===== src/nsd_pkg.sv =====
// shared constants, types and the lcg step function for the noise-shaped dither block
`default_nettype none
package nsd_pkg;

  localparam int FRAC_BITS_DEF = 28;
  localparam int OUT_BITS_DEF  = 16;

  localparam int SAMPLE_W = 32;
  localparam int ERR_W    = 32;
  localparam int CNT_W    = 32;
  localparam int LCG_W    = 32;
  // wide enough for sample plus three error taps, bias and dither
  localparam int SUM_W    = 36;

  localparam logic [LCG_W-1:0] LCG_MUL = 32'h0019_660d;
  localparam logic [LCG_W-1:0] LCG_ADD = 32'h3c6e_f35f;

  typedef struct packed {
    logic [LCG_W-1:0] cur;
    logic [LCG_W-1:0] nxt;
  } lcg_pair_t;

  function automatic logic [LCG_W-1:0] lcg_next(input logic [LCG_W-1:0] x);
    logic [LCG_W-1:0] prod;
    prod = x * LCG_MUL;
    return prod + LCG_ADD;
  endfunction

endpackage
`default_nettype wire


===== src/nsd_lcg.sv =====
// dither generator: lcg word and its successor, one step ahead of use
`default_nettype none
module nsd_lcg (
  input  wire logic              clk,
  input  wire logic              rst,
  input  wire logic              step,
  output nsd_pkg::lcg_pair_t     lcg
);

  logic [nsd_pkg::LCG_W-1:0] cur;
  logic [nsd_pkg::LCG_W-1:0] nxt;

  // successor is computed from a register, so the multiply never sits in the sample path
  always_ff @(posedge clk) begin
    if (rst) begin
      cur <= '0;
      nxt <= nsd_pkg::LCG_ADD;
    end else if (step) begin
      cur <= nxt;
      nxt <= nsd_pkg::lcg_next(nxt);
    end
  end

  assign lcg.cur = cur;
  assign lcg.nxt = nxt;

endmodule
`default_nettype wire


===== src/nsd_core.sv =====
// noise shaping, dither, clipping, requantisation and level statistics
`default_nettype none
module nsd_core #(
  parameter int FRAC_BITS = nsd_pkg::FRAC_BITS_DEF,
  parameter int OUT_BITS  = nsd_pkg::OUT_BITS_DEF
) (
  input  wire logic                                clk,
  input  wire logic                                rst,
  input  wire logic                                step,
  input  wire logic signed [nsd_pkg::SAMPLE_W-1:0] sample_in,
  input  wire nsd_pkg::lcg_pair_t                  lcg,
  output logic        [OUT_BITS-1:0]               pcm_next,
  output logic        [FRAC_BITS:0]                peak_level,
  output logic        [nsd_pkg::CNT_W-1:0]         clip_count,
  output logic        [nsd_pkg::CNT_W-1:0]         peak_overshoot
);

  localparam int SW        = nsd_pkg::SUM_W;
  localparam int EW        = nsd_pkg::ERR_W;
  localparam int CW        = nsd_pkg::CNT_W;
  localparam int SCALE_RAW = FRAC_BITS + 1 - OUT_BITS;
  localparam int SCALE     = (SCALE_RAW < 1) ? 1 : SCALE_RAW;

  localparam logic signed [SW-1:0] ONE_V   = signed'(SW'(1) << FRAC_BITS);
  localparam logic signed [SW-1:0] HI_V    = ONE_V - SW'(1);
  localparam logic signed [SW-1:0] LO_V    = -ONE_V;
  localparam logic signed [SW-1:0] BIAS_V  = signed'(SW'(1) << (SCALE - 1));
  localparam logic signed [SW-1:0] SAT_MAX = signed'(SW'(32'h7fff_ffff));
  localparam logic signed [SW-1:0] SAT_MIN = ~SAT_MAX;

  logic signed [EW-1:0] err_newest;
  logic signed [EW-1:0] err_middle;
  logic signed [EW-1:0] err_oldest;
  logic        [FRAC_BITS:0] peak_abs;
  logic        [CW-1:0] clip_total;
  logic        [CW-1:0] overshoot_max;

  logic signed [EW-1:0] err_newest_next;
  logic signed [EW-1:0] err_middle_next;
  logic        [FRAC_BITS:0] peak_abs_next;
  logic        [CW-1:0] clip_total_next;
  logic        [CW-1:0] overshoot_max_next;

  // halving toward zero: add one to negative values before the arithmetic shift
  logic signed [EW:0] half_tmp;
  assign half_tmp        = {err_newest[EW-1], err_newest} + (EW+1)'(err_newest[EW-1]);
  assign err_middle_next = half_tmp[EW:1];

  always_comb begin
    logic signed [SW-1:0] s0;
    logic signed [SW-1:0] o0;
    logic signed [SW-1:0] s;
    logic signed [SW-1:0] o;
    logic signed [SW-1:0] dith;
    logic signed [SW-1:0] peak_ext;
    logic signed [SW-1:0] neg_o;
    logic signed [SW-1:0] excess;
    logic signed [SW-1:0] q;
    logic signed [SW-1:0] qs;
    logic signed [SW-1:0] diff;
    logic        [CW-1:0] ex_sat;
    logic                 clipped;

    s0 = SW'(sample_in) + SW'(err_newest) - SW'(err_middle) + SW'(err_oldest);
    dith = signed'(SW'(lcg.nxt[SCALE-1:0])) - signed'(SW'(lcg.cur[SCALE-1:0]));
    o0 = s0 + BIAS_V + dith;
    peak_ext = signed'(SW'(peak_abs));

    s = s0;
    o = o0;
    excess = '0;
    clipped = 1'b0;
    peak_abs_next = peak_abs;

    if (o0 >= peak_ext) begin
      if (o0 > HI_V) begin
        clipped = 1'b1;
        excess  = o0 - HI_V;
        o       = HI_V;
        if (s0 > HI_V) begin
          s = HI_V;
        end
      end
      peak_abs_next = o[FRAC_BITS:0];
    end else if (o0 < -peak_ext) begin
      if (o0 < LO_V) begin
        clipped = 1'b1;
        excess  = LO_V - o0;
        o       = LO_V;
        if (s0 < LO_V) begin
          s = LO_V;
        end
      end
    end
    neg_o = -o;
    if ((o0 < peak_ext) && (o0 < -peak_ext)) begin
      peak_abs_next = neg_o[FRAC_BITS:0];
    end

    // overshoot saturates at the counter width
    ex_sat = (|excess[SW-1:CW]) ? '1 : excess[CW-1:0];

    clip_total_next    = clip_total;
    overshoot_max_next = overshoot_max;
    if (clipped) begin
      if (clip_total != '1) begin
        clip_total_next = clip_total + CW'(1);
      end
      if (ex_sat > overshoot_max) begin
        overshoot_max_next = ex_sat;
      end
    end

    // drop the bits below one output step
    q = {o[SW-1:SCALE], {SCALE{1'b0}}};
    diff = s - q;
    if (diff > SAT_MAX) begin
      err_newest_next = SAT_MAX[EW-1:0];
    end else if (diff < SAT_MIN) begin
      err_newest_next = SAT_MIN[EW-1:0];
    end else begin
      err_newest_next = diff[EW-1:0];
    end

    qs = q >>> SCALE;
    pcm_next = qs[OUT_BITS-1:0];
  end

  always_ff @(posedge clk) begin
    if (rst) begin
      err_newest    <= '0;
      err_middle    <= '0;
      err_oldest    <= '0;
      peak_abs      <= '0;
      clip_total    <= '0;
      overshoot_max <= '0;
    end else if (step) begin
      err_newest    <= err_newest_next;
      err_middle    <= err_middle_next;
      err_oldest    <= err_middle;
      peak_abs      <= peak_abs_next;
      clip_total    <= clip_total_next;
      overshoot_max <= overshoot_max_next;
    end
  end

  assign peak_level     = peak_abs;
  assign clip_count     = clip_total;
  assign peak_overshoot = overshoot_max;

endmodule
`default_nettype wire


===== src/noise_shaped_audio_dither_top.sv =====
// top level of the noise-shaped dither requantiser
// Takes one signed fixed-point sample (FRAC_BITS fraction bits) per transaction and returns
// one OUT_BITS-wide PCM sample with the running peak level, clip count and peak overshoot.
// Three-tap error feedback shapes the requantisation noise; a high-pass dither taken from
// the low bits of successive lcg words is added with a half-step rounding bias, and the
// result is clipped to plus or minus one before truncation. Throughput is one transaction
// per clock cycle while the receiver keeps out_ready high; each sample passes through the
// input register, then the result register, before its result is valid. The rate is set by
// the error feedback loop, which closes combinationally through the shaping adder, the clip
// compares and the saturation inside nsd_core. Statistics are cumulative from reset
// and are shown with each result; no clearing pass is needed after reset.
`default_nettype none
module noise_shaped_audio_dither_top #(
  parameter int FRAC_BITS = nsd_pkg::FRAC_BITS_DEF,
  parameter int OUT_BITS  = nsd_pkg::OUT_BITS_DEF
) (
  input  wire logic                                clk,
  input  wire logic                                rst,
  // input channel
  input  wire logic                                in_valid,
  output logic                                     in_ready,
  input  wire logic signed [nsd_pkg::SAMPLE_W-1:0] sample,
  // result channel
  output logic                                     out_valid,
  input  wire logic                                out_ready,
  output logic signed      [OUT_BITS-1:0]          pcm,
  output logic             [FRAC_BITS:0]           peak_level,
  output logic             [nsd_pkg::CNT_W-1:0]    clip_count,
  output logic             [nsd_pkg::CNT_W-1:0]    peak_overshoot
);

  // input register
  logic                                s1_valid;
  logic signed [nsd_pkg::SAMPLE_W-1:0] s1_sample;

  // one sample moves from the input register into the result register
  logic advance;

  logic [OUT_BITS-1:0] pcm_next;
  nsd_pkg::lcg_pair_t  lcg;

  // advance when the result register is empty or being emptied this cycle
  assign advance  = s1_valid && (!out_valid || out_ready);
  // input register frees itself as it advances, so a new transaction lands every cycle unless the result stalls
  assign in_ready = !s1_valid || advance;

  always_ff @(posedge clk) begin
    if (rst) begin
      s1_valid <= 1'b0;
    end else if (in_ready) begin
      s1_valid <= in_valid;
    end
  end

  // payload register, no reset needed
  always_ff @(posedge clk) begin
    if (in_valid && in_ready) begin
      s1_sample <= sample;
    end
  end

  // result register valid flag
  always_ff @(posedge clk) begin
    if (rst) begin
      out_valid <= 1'b0;
    end else if (advance) begin
      out_valid <= 1'b1;
    end else if (out_ready) begin
      out_valid <= 1'b0;
    end
  end

  always_ff @(posedge clk) begin
    if (advance) begin
      pcm <= signed'(pcm_next);
    end
  end

  // dither source steps once per processed sample
  nsd_lcg u_lcg (
    .clk  (clk),
    .rst  (rst),
    .step (advance),
    .lcg  (lcg)
  );

  // statistics registers in the core update together with the result register, so they
  // always describe the sample currently held there
  nsd_core #(
    .FRAC_BITS (FRAC_BITS),
    .OUT_BITS  (OUT_BITS)
  ) u_core (
    .clk            (clk),
    .rst            (rst),
    .step           (advance),
    .sample_in      (s1_sample),
    .lcg            (lcg),
    .pcm_next       (pcm_next),
    .peak_level     (peak_level),
    .clip_count     (clip_count),
    .peak_overshoot (peak_overshoot)
  );

endmodule
`default_nettype wire


===== config.mk =====
export PLATFORM = sky130hd
export DESIGN_NAME = noise_shaped_audio_dither_top
export DESIGN_NICKNAME = d
export VERILOG_FILES = /design/src/nsd_pkg.sv /design/src/nsd_lcg.sv /design/src/nsd_core.sv /design/src/noise_shaped_audio_dither_top.sv
export SDC_FILE = /design/constraint.sdc
export NUM_CORES = 1
export LEC_CHECK = 0
export BUFFER_PORTS_ARGS = -buffer_cell sky130_fd_sc_hd__buf_2
export CAP_MARGIN = 10
export CORE_MARGIN = 2
export CORE_UTILIZATION = 40
export DETAILED_ROUTE_END_ITERATION = 10
export PLACE_DENSITY = 0.55
export SLEW_MARGIN = 40
export SYNTH_ARGS = -nofsm -noshare
export SYNTH_HDL_FRONTEND = slang
export SYNTH_HIERARCHICAL = 1
export SYNTH_SLANG_ARGS = --single-unit

===== constraint.sdc =====
create_clock -name clk -period 19.8 [get_ports clk]
set_input_delay 4.95 -clock clk [delete_from_list [all_inputs] [get_ports clk]]
set_output_delay 4.95 -clock clk [all_outputs]
set_load 0.02 [all_outputs]

Word level (Yosys, flattened, before mapping)
Index checks and enable logic that the tools add are counted.
Storage, ports and cells
  register bits: 284
  bits in latches: 0
  RAM bits: 0
  ROM bits: 0
  input bits: 36
  logic and storage cells: 76
  memories: 0
Cells by class
  $add $sub $neg: 14
  $mul: 1
  div/mod/pow operators: 0
  $lt $le $gt $ge: 10
  equal/unequal tests: 1
  shifts and indexed selects: 0
  mux-type cells: 25
  bitwise operators: 0
  reductions and logical operators: 13
Operators by type and width (number)
  $mux 36: 14
  $mux 32: 3
  $gt 36x29->1 const B: 2
  $lt 36x29->1 const B: 2
  $mux 29: 2
  $add 36x14->36 const B: 1
  $add 36x32->36: 1
  $add 36x36->36: 1
  $ge 36x30->1: 1
  $gt 36x32->1 const B: 1
  $lt 36x30->1: 1
  $lt 36x32->1 const B: 1
  $lt 36x36->1: 1
  $neg 29->36: 1
  $sub 29x36->36 const A: 1
  $sub 36x29->36 const B: 1
  $sub 36x36->36: 1
  $sub 33x32->34: 1
  $add 32x2->33: 1
  $add 32x32->33: 1
  $add 32x1->32 const B: 1
  $add 32x30->32 const B: 1
  $gt 32x32->1: 1
  $mul 32x21->32 const B: 1
  11 further kinds: 22

Longest topological paths before layout
  depth in word-level cells: 13
  gate-level depth with buffers: 58
  depth with buffers taken out: 51

Cells and area by module
The synthesis kept the hierarchy.
By module, submodules not included
  nsd_core: times used 1, cells each 2895, area each 21632.0 um2, seq. area each 3783.6 um2
  nsd_lcg: times used 1, cells each 978, area each 9330.2 um2, seq. area each 1281.2 um2
  noise_shaped_audio_dither_top: times used 1, cells each 58, area each 1545.2 um2, seq. area each 1481.4 um2

Least setup slack after synthesis
OpenSTA, ideal clock, no wires.
  path kind: reg-to-reg
  start: register s1_sample[1] (netlist bit)
  end: register u_core.err_newest[10]
  library setup time: 0.132 ns
  arrival time: 10.944 ns
  setup slack: 8.724 ns
  stages on the path, launching flop included: 48
  buffers on the path: 6
  path through: edfxtp_1 > fa_1 > fa_1 > ha_1 > inv_1 > fa_1 > nor2b_1 > o31a_1 > o2111ai_1 > a31o_2 > o31ai_1 > and2_1 > a311o_1 > xor2_1 > ha_1 > ha_1 > clkbuf_1 > nand2_1 > (+12 left out) > clkbuf_1 > clkbuf_1 > o21ai_0 > inv_1 > ha_1 > a2111oi_0 > nor4bb_1 > o211ai_1 > a31oi_1 > a21oi_1 > xor2_1 > nor2_1 > a221oi_2 > nand2_1 > clkbuf_1 > buf_1 > a21oi_1 > nor3_1
On the way
  word-level cells in the longest chain between the ends: 13
  elaborated cells on any way between the ends: 26
  classes of those cells: 6 x add/sub; 8 x order compare; 12 x mux
RTL lines
  from (decl): RTL line noise_shaped_audio_dither_top.sv:34  | logic signed [nsd_pkg::SAMPLE_W-1:0] s1_sample;
  from (signal assigned): RTL line noise_shaped_audio_dither_top.sv:58  | s1_sample <= sample;
  $add 32x32->33 *: RTL line nsd_core.sv:64  | s0 = SW'(sample_in) + SW'(err_newest) - SW'(err_middle) + SW'(err_oldest);
  $sub 33x32->34 *: RTL line nsd_core.sv:64
  $add 36x32->36 *: RTL line nsd_core.sv:64
  $add 36x14->36 *: RTL line nsd_core.sv:66  | o0 = s0 + BIAS_V + dith;
  $add 36x36->36 *: RTL line nsd_core.sv:66
  $lt 36x29->1: RTL line nsd_core.sv:86  | if (o0 < LO_V) begin
  $mux 36: RTL line nsd_core.sv:86
  $mux 36: RTL line nsd_core.sv:85  | end else if (o0 < -peak_ext) begin
  $mux 36 *: RTL line nsd_core.sv:75  | if (o0 >= peak_ext) begin
  via pcm_next[9]: RTL line noise_shaped_audio_dither_top.sv:39  | logic [OUT_BITS-1:0] pcm_next;
  $sub 36x36->36 *: RTL line nsd_core.sv:116  | diff = s - q;
  $lt 36x32->1: RTL line nsd_core.sv:119  | end else if (diff < SAT_MIN) begin
  $mux 32: RTL line nsd_core.sv:119
  $mux 32 *: RTL line nsd_core.sv:117  | if (diff > SAT_MAX) begin
  to (signal assigned): RTL line nsd_core.sv:138  | err_newest <= err_newest_next;
  to (decl): RTL line nsd_core.sv:31  | logic signed [EW-1:0] err_newest;
Mark *: on every way through the listed nets, which the timed path passes. The rest lies on a longest branch.
A chain may end at the register's enable or synchronous reset.

Worst setup path in the final report
  start: register s1_sample[3] (netlist bit)
  end: register u_core.err_newest[15]
On the way
  word-level cells in the longest chain between the ends: 13
  elaborated cells on any way between the ends: 26
  classes of those cells: 6 x add/sub; 8 x order compare; 12 x mux
RTL lines (RTL line)
  $add 32x32->33 *: nsd_core.sv:64
  $sub 33x32->34 *: nsd_core.sv:64
  $add 36x32->36 *: nsd_core.sv:64
  $add 36x14->36: nsd_core.sv:66
  $add 36x36->36: nsd_core.sv:66
  $lt 36x29->1: nsd_core.sv:86
  $mux 36: nsd_core.sv:86
  $mux 36: nsd_core.sv:85
  $mux 36: nsd_core.sv:75
  $sub 36x36->36 *: nsd_core.sv:116
  $lt 36x32->1: nsd_core.sv:119
  $mux 32: nsd_core.sv:119
  $mux 32 *: nsd_core.sv:117
Mark *: on every way between the ends. The rest lies on a longest branch, timed or not.

==> reports/metrics.yaml <==
status: "finished clean"
cp_common_cell: "ha_1"
grt_overflow: 0
crit_buf_inv: 5
clockBufferDepth: 3
rows: 92
max_slew.worst_pin.slew_ps: 832.0
grt_pass1_wl_mm: 124.6
clock-sinks: 265
cts_resized: 0
crit_path_max_fanout: 42
core_mm2: 0.06320
min_path_type: "reg2reg"
dr.pass1.iters: 5
layout-drive-gt1-share_pct: 9.011
maxCapViolCount: 0
clock_latency_ps: 570
fill_cells: 6370
fmax_mhz: 74.09
first_iter_violations: 1802
path_clk_slew_ps: 60
cp.required_ps: 20190
fin_setup_tns_ps: 0
timing.slew.headroom_pct: 44.53
final_hold_viol_count: 0
multiInputGateArea_mm2: 0.01784
report.final.setup_viol: 0
final_cell_mix: "370 x inv_1, 343 x nor2_1, 295 x ha_1"
final_common_cell: "inv_1"
place_area_mm2: 0.02706
cts_htree_levels: 2
postCtsHoldBufs: 0
critical_path_class: "reg2reg"
end_kind: "flip-flop"
initial_core_util_pct: 40.50
antenna_found_initial: 0
yosysWarnings: 6
arrival_ps: 13890
startpoint_type: "flip-flop"
io_buffers: 146
antenna_cells: 0
die_h_um: 257.0
syn-num-nets: 3630
fin_crit_ps: 13500
grt_pass1_vias: 22350
fin_skew_ps: 35.86
place_hpwl_mm: 61.14
io_pins: 147
finalNonFillerCells: 4153
avgSynthCellArea_um2: 7.961
wire_per_inst_um: 18.93
rrSetupSlack_ps: 6300
crit_family: "compound AO/OA/AOI/OAI gates"
place_inst: 4091
synth_cells: 3215
worstHoldPathCells: 2
die_x_um: 257.0
numCtsBuffers: 34
fin_crit_sh_pct: 68.17
dieArea_mm2: 0.06603
post-cts-setup-buffer-count: 0
place.gp.congestion: 0.9097
drc: 0
cts_tree: "yes"
viasPerCell: 5.623
final_nets: 3696
cp.depth: 49
synthToLayoutAreaGrowth_pct: 10.10
reg2reg_depth: 49
netlist_area_mm2: 0.02560
globalRouteTotalUtil_pct: 23.16
design_area_mm2: 0.02818
ant_nets: 0
ff_latch_area_mm2: 0.005786
cts_root_buf: "clkbuf_16"
cp_slowest_cell: "a2111oi_0"
rsz0062_at_grt: "no"
grt_max_degree: 95
finalMaxSlewViolations: 0
routed_wl_mm: 78.62
vias: 23350
slowest_delay_ps: 680
-- worst reg2reg max path, delay by kind of cell (launching register included) --
kind                     cells  cell delay, ps
buffers and inverters        5            1130
AND/OR/NAND/NOR             14            2270
adder cells (fa/ha/maj)      7            2820
AO/OA/AOI/OAI               20            5840
XOR/XNOR                     3             920
flip-flops                   1             390
-- per-stage QoR --
stage	hold slack (ps)	setup WS [ps]	util [%]
final	488.3	6303	44.59
after global routing	513.8	5389	44.59
after CTS	484.2	6496	44.56
after detailed placement	476.2	6538	42.82
after global placement	469.7	6339	42.69
after floorplan	453.4	8724	-
-- registers in the layout (all words and copies together), names as in the netlist --
signal / flops
pcm: 16
s1_valid: 1
u_core/err_oldest: 32
u_core/peak_level: 29
u_lcg/cur: 13
out_valid: 1
u_core/clip_count: 32
u_lcg/nxt: 13
u_core/peak_overshoot: 32
s1_sample: 32
u_core/err_newest: 32
u_core/err_middle: 32
-- per-layer routing --
| layer | vias up | GRT usage [%] | part of all wire [%] |
|---|---|---|---|
| met2 | 665 | 38.26 | 46 |
| met3 | 112 | 2.275 | 4.3 |
| met1 | 11140 | 31.77 | 47 |
| li1 | 11430 | - | - |
| met5 | - | 0 | 0 |
| met4 | 0 | 7.348 | 3.1 |
-- layout make-up --
class	instances	share of cell area, %
well taps	846	3.756
clock inverters	13	0.4262
multi-input cells	2429	63.30
flip-flops and latches	265	20.53
clock buffers	49	3.468
repair buffers	175	3.512
inverters	376	5.008
-- worst paths after layout --
| kind | endpoint | startpoint |
|---|---|---|
| setup reg to reg | u_core/err_newest[15] | s1_sample[3] |
| setup / recovery | u_core/err_newest[15] | s1_sample[3] |
| hold reg to reg | u_core/err_newest[0] | u_core/err_newest[0] |
| hold / removal | u_core/err_newest[0] | u_core/err_newest[0] |
Power is not shown: default switching activity piles up to over one toggle a cycle in this logic, so the estimate is an artifact.
